`config.mk`:
```
export PLATFORM = sky130hd
export DESIGN_NAME = svpwm_sector_and_duty
export DESIGN_NICKNAME = d
export VERILOG_FILES = /design/src/design/svd_pkg.sv /design/src/design/svd_sector.sv /design/src/design/svd_duty.sv /design/src/design/svpwm_sector_and_duty.sv
export SDC_FILE = /design/constraint.sdc
export NUM_CORES = 2
export LEC_CHECK = 0
export BUFFER_PORTS_ARGS = -buffer_cell sky130_fd_sc_hd__buf_2
export CAP_MARGIN = 20
export CORE_ASPECT_RATIO = 1.5
export CORE_UTILIZATION = 35
export CTS_CLUSTER_DIAMETER = 80
export CTS_CLUSTER_SIZE = 28
export DETAILED_ROUTE_END_ITERATION = 8
export PLACE_DENSITY = 0.61
export SLEW_MARGIN = 10
export SYNTH_ARGS = -nofsm -noshare
export SYNTH_HDL_FRONTEND = slang
export SYNTH_SLANG_ARGS = --single-unit
```
`constraint.sdc`:
```
create_clock -name clk_i -period 15.1 [get_ports clk_i]
set_clock_uncertainty 0.15 [all_clocks]
set_input_delay 0 -clock clk_i [delete_from_list [all_inputs] [get_ports clk_i]]
set_output_delay 0 -clock clk_i [all_outputs]
set_load 0.01 [all_outputs]
```
`src/design/svd_pkg.sv`:
```
// Types and constants for the space vector sector and duty block.
package svd_pkg;

  localparam int unsigned PeriodW  = 14;
  localparam int unsigned Root3W   = 16;
  localparam int unsigned CfgDataW = 16;
  localparam int unsigned TW       = PeriodW + 2;   // T = 4 * period
  localparam int unsigned DataW    = 16;
  localparam int unsigned SecW     = 3;
  localparam int unsigned UaW      = 33;            // alpha * root3
  localparam int unsigned UbW      = 34;            // -(beta * T)
  localparam int unsigned XyzW     = 34;
  localparam int unsigned NW       = 36;            // duty numerators
  localparam int unsigned KShift   = 17;            // K = 131072

  localparam logic CfgPwmPeriod   = 1'b0;
  localparam logic CfgPeriodRoot3 = 1'b1;

  localparam logic [PeriodW-1:0] PwmPeriodRst   = 14'd1000;
  localparam logic [Root3W-1:0]  PeriodRoot3Rst = 16'd6928;

  localparam logic [SecW-1:0] Sec1 = 3'd1;
  localparam logic [SecW-1:0] Sec2 = 3'd2;
  localparam logic [SecW-1:0] Sec3 = 3'd3;
  localparam logic [SecW-1:0] Sec4 = 3'd4;
  localparam logic [SecW-1:0] Sec5 = 3'd5;
  localparam logic [SecW-1:0] Sec6 = 3'd6;

  typedef struct packed {
    logic signed [DataW-1:0] v_alpha;
    logic signed [DataW-1:0] v_beta;
  } in_t;

  typedef struct packed {
    logic [DataW-1:0] duty_a;
    logic [DataW-1:0] duty_b;
    logic [DataW-1:0] duty_c;
    logic [SecW-1:0]  sector;
  } out_t;

  typedef struct packed {
    logic signed [XyzW-1:0] x;
    logic signed [XyzW-1:0] y;
    logic signed [XyzW-1:0] z;
    logic [SecW-1:0]        sector;
  } xyz_t;

endpackage

```
`src/design/svd_sector.sv`:
```
// X, Y, Z forming and sector selection from the two products.
module svd_sector (
  input  logic signed [svd_pkg::UaW-1:0] ua_i,
  input  logic signed [svd_pkg::UbW-1:0] ub_i,
  output svd_pkg::xyz_t                  xyz_o
);
  import svd_pkg::*;

  logic signed [XyzW:0]   ua_x, ub_x;
  logic        [XyzW:0]   sum_p, sum_m;
  logic signed [XyzW:0]   y_full, z_full;
  logic signed [XyzW-1:0] x, y, z;
  logic                   x_le0;

  assign ua_x  = (XyzW+1)'(ua_i);
  assign ub_x  = (XyzW+1)'(ub_i);
  assign sum_p = ub_x + ua_x;
  assign sum_m = ub_x - ua_x;

  // halve with truncation toward zero: bias negatives by one
  assign y_full = $signed(sum_p + {{XyzW{1'b0}}, sum_p[XyzW]}) >>> 1;
  assign z_full = $signed(sum_m + {{XyzW{1'b0}}, sum_m[XyzW]}) >>> 1;

  assign x     = ub_i[XyzW-1:0];
  assign y     = y_full[XyzW-1:0];
  assign z     = z_full[XyzW-1:0];
  assign x_le0 = x[XyzW-1] || (x == '0);

  always_comb begin
    xyz_o.x = x;
    xyz_o.y = y;
    xyz_o.z = z;
    if (y[XyzW-1]) begin
      if (z[XyzW-1]) xyz_o.sector = Sec5;
      else           xyz_o.sector = x_le0 ? Sec4 : Sec3;
    end else begin
      if (!z[XyzW-1]) xyz_o.sector = Sec2;
      else            xyz_o.sector = x_le0 ? Sec6 : Sec1;
    end
  end

endmodule

```
`src/design/svd_duty.sv`:
```
// Centre-aligned compare values from X, Y, Z and the sector.
module svd_duty (
  input  svd_pkg::xyz_t         xyz_i,
  input  logic [svd_pkg::TW-1:0] t_i,
  output svd_pkg::out_t         out_o
);
  import svd_pkg::*;

  // signed divide by 2^sh, truncating toward zero; low result bits only
  function automatic logic [DataW-1:0] div_pow2(input logic signed [NW-1:0] v,
                                                 input int unsigned sh);
    logic [NW-1:0]        bias;
    logic signed [NW-1:0] q;
    bias = v[NW-1] ? ((NW'(1) << sh) - NW'(1)) : '0;
    q    = $signed(v + bias) >>> sh;
    return q[DataW-1:0];
  endfunction

  logic signed [NW-1:0] t_s, x_s, y_s, z_s, n;
  logic [DataW-1:0]     xq, yq, zq, nq, a, t8;

  assign t_s = $signed({{(NW-TW){1'b0}}, t_i});
  assign x_s = NW'(xyz_i.x);
  assign y_s = NW'(xyz_i.y);
  assign z_s = NW'(xyz_i.z);

  always_comb begin
    case (xyz_i.sector)
      Sec1, Sec4: n = t_s + x_s - z_s;
      Sec2, Sec5: n = t_s + y_s - z_s;
      default:    n = t_s - x_s + y_s;
    endcase
  end

  assign xq = div_pow2(x_s, KShift);
  assign yq = div_pow2(y_s, KShift);
  assign zq = div_pow2(z_s, KShift);
  // (n / 2) / K equals n / (2K) under truncation
  assign nq = div_pow2(n, KShift + 1);
  assign t8 = DataW'(t_i[TW-1:3]);
  assign a  = t8 + nq;

  always_comb begin
    out_o.duty_a = a;
    out_o.sector = xyz_i.sector;
    case (xyz_i.sector)
      Sec1, Sec4: begin
        out_o.duty_b = a + zq;
        out_o.duty_c = a + zq - xq;
      end
      Sec2, Sec5: begin
        out_o.duty_b = a + zq;
        out_o.duty_c = a - yq;
      end
      default: begin
        out_o.duty_c = a - yq;
        out_o.duty_b = a - yq + xq;
      end
    endcase
  end

endmodule

```
`src/design/svpwm_sector_and_duty.sv`:
```
// Top level: space vector PWM sector and compare value pipeline.
//
// Usage:
//   Input channel in_valid_i/in_ready_o carries one alpha/beta voltage
//   vector per transaction; output channel out_valid_o/out_ready_i carries
//   the three compare values and the sector number, one result per input.
//   Configuration: cfg_we_i writes cfg_wdata_i into register cfg_idx_i
//   (0: timer period, 14 bits; 1: period_root3, 16 bits). T = 4 * timer period.
//   Write configuration only while no transaction is in flight.
// Stages and throughput:
//   Four register stages: input, products, X/Y/Z with sector, result.
//   One transaction is accepted every cycle unless a stall has filled every
//   stage; the two 16x17 multipliers in the product stage set the critical
//   path.
// Reset:
//   All stages empty, timer period = 1000, period_root3 = 6928.
// Stall:
//   When out_ready_i is low the result holds; earlier stages keep filling
//   until every stage is occupied, then in_ready_o drops.
module svpwm_sector_and_duty (
  input  logic                           clk_i,
  input  logic                           rst_ni,
  input  logic                           cfg_we_i,
  input  logic                           cfg_idx_i,
  input  logic [svd_pkg::CfgDataW-1:0]   cfg_wdata_i,
  input  logic                           in_valid_i,
  output logic                           in_ready_o,
  input  svd_pkg::in_t                   in_data_i,
  output logic                           out_valid_o,
  input  logic                           out_ready_i,
  output svd_pkg::out_t                  out_data_o
);
  import svd_pkg::*;

  logic [PeriodW-1:0] timer_period_q;
  logic [Root3W-1:0]  period_root3_q;
  logic [TW-1:0]      t;

  logic v1_q, v2_q, v3_q, vo_q;
  logic en1, en2, en3, en_o;

  in_t                   in_q;
  logic signed [UaW-1:0] ua_d, ua_q;
  logic signed [UbW-1:0] bt_prod, ub_d, ub_q;
  xyz_t                  xyz_d, xyz_q;
  out_t                  out_d, out_q;

  // configuration registers
  always_ff @(posedge clk_i or negedge rst_ni) begin
    if (!rst_ni) begin
      timer_period_q <= PwmPeriodRst;
      period_root3_q <= PeriodRoot3Rst;
    end else if (cfg_we_i) begin
      case (cfg_idx_i)
        CfgPwmPeriod:   timer_period_q <= cfg_wdata_i[PeriodW-1:0];
        CfgPeriodRoot3: period_root3_q <= cfg_wdata_i[Root3W-1:0];
        default: ;
      endcase
    end
  end

  assign t = {timer_period_q, 2'b00};

  // a stage loads when it is empty or its content moves on
  assign en_o       = !vo_q || out_ready_i;
  assign en3        = !v3_q || en_o;
  assign en2        = !v2_q || en3;
  assign en1        = !v1_q || en2;
  assign in_ready_o = en1;

  always_ff @(posedge clk_i or negedge rst_ni) begin
    if (!rst_ni) begin
      v1_q <= 1'b0;
      v2_q <= 1'b0;
      v3_q <= 1'b0;
      vo_q <= 1'b0;
    end else begin
      if (en1)  v1_q <= in_valid_i;
      if (en2)  v2_q <= v1_q;
      if (en3)  v3_q <= v2_q;
      if (en_o) vo_q <= v3_q;
    end
  end

  assign ua_d    = UaW'(in_q.v_alpha) * UaW'($signed({1'b0, period_root3_q}));
  assign bt_prod = UbW'(in_q.v_beta) * UbW'($signed({1'b0, t}));
  assign ub_d    = -bt_prod;

  svd_sector u_sector (
    .ua_i  (ua_q),
    .ub_i  (ub_q),
    .xyz_o (xyz_d)
  );

  svd_duty u_duty (
    .xyz_i (xyz_q),
    .t_i   (t),
    .out_o (out_d)
  );

  always_ff @(posedge clk_i) begin
    if (en1 && in_valid_i) in_q  <= in_data_i;
    if (en2 && v1_q) begin
      ua_q <= ua_d;
      ub_q <= ub_d;
    end
    if (en3 && v2_q)  xyz_q <= xyz_d;
    if (en_o && v3_q) out_q <= out_d;
  end

  assign out_valid_o = vo_q;
  assign out_data_o  = out_q;

endmodule

```
==> impl_metrics.env <==
export IMPL_synth_top_area_cell="fa_1"
export IMPL_synth_commonest_cells="805 x inv_1, 558 x ha_1, 461 x fa_1, 457 x nand2_1, 270 x nor2_1"
export IMPL_synth_area_leaders="fa_1 20%, edfxtp_1 17%, ha_1 15%, inv_1 6.6%, xnor2_1 5.0%"
export IMPL_grt_pass1_wl_um=219000
export IMPL_ys_flop_type="edfxtp_1"
export IMPL_antenna_found_initial=4
export IMPL_async_reset_ff_frac=0.119
export IMPL_dieWidth_um=296
export IMPL_slowest_stage="o21ai_0"
export IMPL_die_area_um2=132000
export IMPL_yosys_warnings=0
export IMPL_grt_setup_unrepaired="no"
export IMPL_maxSlewHeadroom=0.233
export IMPL_outcome="finished, final reports clean"
export IMPL_hold_path_depth=3
export IMPL_arrival_ns=13.49
export IMPL_yosysSeqAreaShare=0.185
export IMPL_fin_crit_sh=0.876
export IMPL_hold_path_end="period_root3_q[15]"
export IMPL_numCtsBuffers=25
export IMPL_reg2reg_depth=48
export IMPL_synth_most_common_cell="inv_1"
export IMPL_clk_path_buf_depth=3
export IMPL_postCtsSetupBuffers=0
export IMPL_worst_pin_slew_ns=1.14
export IMPL_r2r_end="out_data_o[18]"
export IMPL_place_gp_congestion=1.03
export IMPL_io_pins=107
export IMPL_synth_top_area_share=0.203
export IMPL_synth_distinct_cells=116
export IMPL_fin_setup_tns_ns=0
export IMPL_fmax_mhz=75.6
export IMPL_cts_tree="done"
export IMPL_rows=161
export IMPL_grt_overflow=0
export IMPL_num_antenna_cells=0
export IMPL_start_util=0.354
export IMPL_required_ns=15.35
export IMPL_grt_pass1_vias=38021
export IMPL_coreArea_um2=129000
export IMPL_critPathMaxFanout=18
export IMPL_clk_latency_ns=0.65
export IMPL_cts_root_buf="clkbuf_16"
export IMPL_r2r_setup_slack_ns=1.87
export IMPL_routedWlPerCell_um=20.7
export IMPL_io_buffers=106
export IMPL_end_kind="flop"
export IMPL_track_usage=0.219
export IMPL_synth_cells=5050
export IMPL_final_setup_viol_count=0
export IMPL_syn_nets=6123
export IMPL_grt_max_degree=80
export IMPL_drt_total_wl_um=143000
export IMPL_maxCapViolCount=0
export IMPL_final_nets=6255
export IMPL_die_height_um=444
export IMPL_drc=0
export IMPL_min_period_ns=13.23
export IMPL_worstSetupPathType="flop to flop"
export IMPL_rr_startpoint="timer_period_q[2]"
export IMPL_synth_area_per_cell_um2=9.02
export IMPL_cpPeakStageDelay_ns=0.90
export IMPL_clkSinkCount=285
export IMPL_ys_ff_latch=285
export IMPL_antenna_left=0
export IMPL_drv_slew=0
export IMPL_path_clk_slew_ns=0.09
export IMPL_hp_start="cfg_wdata_i[15]"
export IMPL_drtPass1Iterations=5
export IMPL_hold_viol_final=0
export IMPL_via_count=36290
export IMPL_synth_edf_count=251
export IMPL_min_path_type="input port to flop"
export IMPL_via_per_inst=5.25
export IMPL_initialDrtViolationCount=2106
export IMPL_cp_start_kind="flop"
export IMPL_htree_levels=1
export IMPL_area_delta_synth_final_pct=9.86
export IMPL_syn_area_um2=45500
export IMPL_drive_gt1_frac=0.0558
export IMPL_dp_hpwl_um=120000
[area by class of cell]
type / instances / area [um^2]
fill: 12849 / 78700
inverter: 806 / 3030
clock inverter: 18 / 388
multi-input combinational: 3826 / 33600
sequential: 285 / 8400
clock buffer: 26 / 629
tap: 1711 / 2140
timing repair buffer: 238 / 1790
[worst max-delay path, delay by kind of cell (launching register included)]
kind,cells,cell delay (ns)
AOI/OAI and AO/OA,25,7.00
xor gates and xnor gates,3,0.46
adders and majority gates,6,2.23
buffers and inverters,3,0.63
DFF,1,0.75
muxes,1,0.09
and+or+nand+nor,10,1.68
[stage by stage]
step                      area [um^2]  setup WS [ns]  hold slack (ns)  utilization  instances
after floorplan                 45500           4.67           -0.446            -       5050
after global placement          47900           2.26           0.0141        0.372       6757
after detailed placement        47900           2.06           0.0285        0.372       6757
after CTS                       50000           2.03           0.0706        0.389       6910
after global routing            50000           1.28            0.105        0.389       6910
final                           50000           1.87            0.121        0.389       6910
[layout by cell type (no fill, tap or decap), types with 29 or more instances in the layout]
| cell type | n |
|---|---|
| dlygate4sd3_1 | 109 |
| o31ai_1 | 29 |
| nor3_1 | 88 |
| nand3_1 | 93 |
| ha_1 | 558 |
| buf_2 | 106 |
| o21a_1 | 44 |
| a31oi_1 | 30 |
| and2_1 | 253 |
| nand4_1 | 40 |
| o21ai_0 | 159 |
| and3_1 | 37 |
| nor2b_1 | 41 |
| nand2b_1 | 53 |
| nand2_1 | 457 |
| a21o_1 | 89 |
| edfxtp_1 | 251 |
| xor2_1 | 124 |
| xnor2_1 | 259 |
| fa_1 | 461 |
| a211oi_1 | 37 |
| o21bai_1 | 39 |
| nor2_1 | 269 |
| inv_1 | 805 |
| a21oi_1 | 241 |
[cells by family (layout without fill, tap and decap cells)]
| kind of cell | count (synthesis) | count (layout) | share of synthesized area |
|---|---|---|---|
| compound gates | 892 | 892 | 0.132 |
| xor+xnor | 389 | 389 | 0.0756 |
| fa+ha+maj | 1021 | 1021 | 0.356 |
| buf+inv | 939 | 1088 | 0.0778 |
| flops | 285 | 285 | 0.185 |
| mux | 39 | 39 | 0.00912 |
| simple gates | 1485 | 1485 | 0.165 |
[worst max-delay path by stage]
stage | from | to | slack, ns | depth (start not counted)
finish | timer_period_q[2] | out_data_o[18] | 1.87 | 48
global route | timer_period_q[2] | out_data_o[18] | 1.28 | 48
CTS | timer_period_q[2] | out_data_o[18] | 2.03 | 48
detailed placement | timer_period_q[2] | out_data_o[18] | 2.06 | 48
global placement | timer_period_q[2] | out_data_o[18] | 2.26 | 48
floorplan | timer_period_q[3] | out_data_o[18] | 4.67 | 49
[registers in the layout, summed over array words and instances (netlist names)]
name,count
in_q,32
out_valid_o,1
xyz_q,103
v1_q,1
out_data_o,51
period_root3_q,16
v2_q,1
timer_period_q,14
ua_q,33
ub_q,32
v3_q,1
[repair_timing]
| item | in CTS | in global routing |
|---|---|---|
| hold buffers | 109 | 0 |
| endpoints found under the hold margin | 100 | 0 |
| gates resized for setup | 0 | 0 |
[per-layer routing]
| metal | share of wire | vias up | routed length, um | GRT usage |
|---|---|---|---|---|
| met5 | 0 | - | 0 | 0 |
| met3 | 0.035 | 335 | 5050 | 0.0180 |
| met1 | 0.38 | 17860 | 53700 | 0.238 |
| li1 | - | 17209 | - | - |
| met2 | 0.52 | 886 | 73600 | 0.405 |
| met4 | 0.073 | 0 | 10400 | 0.136 |
Power is left out: the tool's default activity adds up to more than one toggle a clock period on the data nets, which glitch-free logic cannot reach.
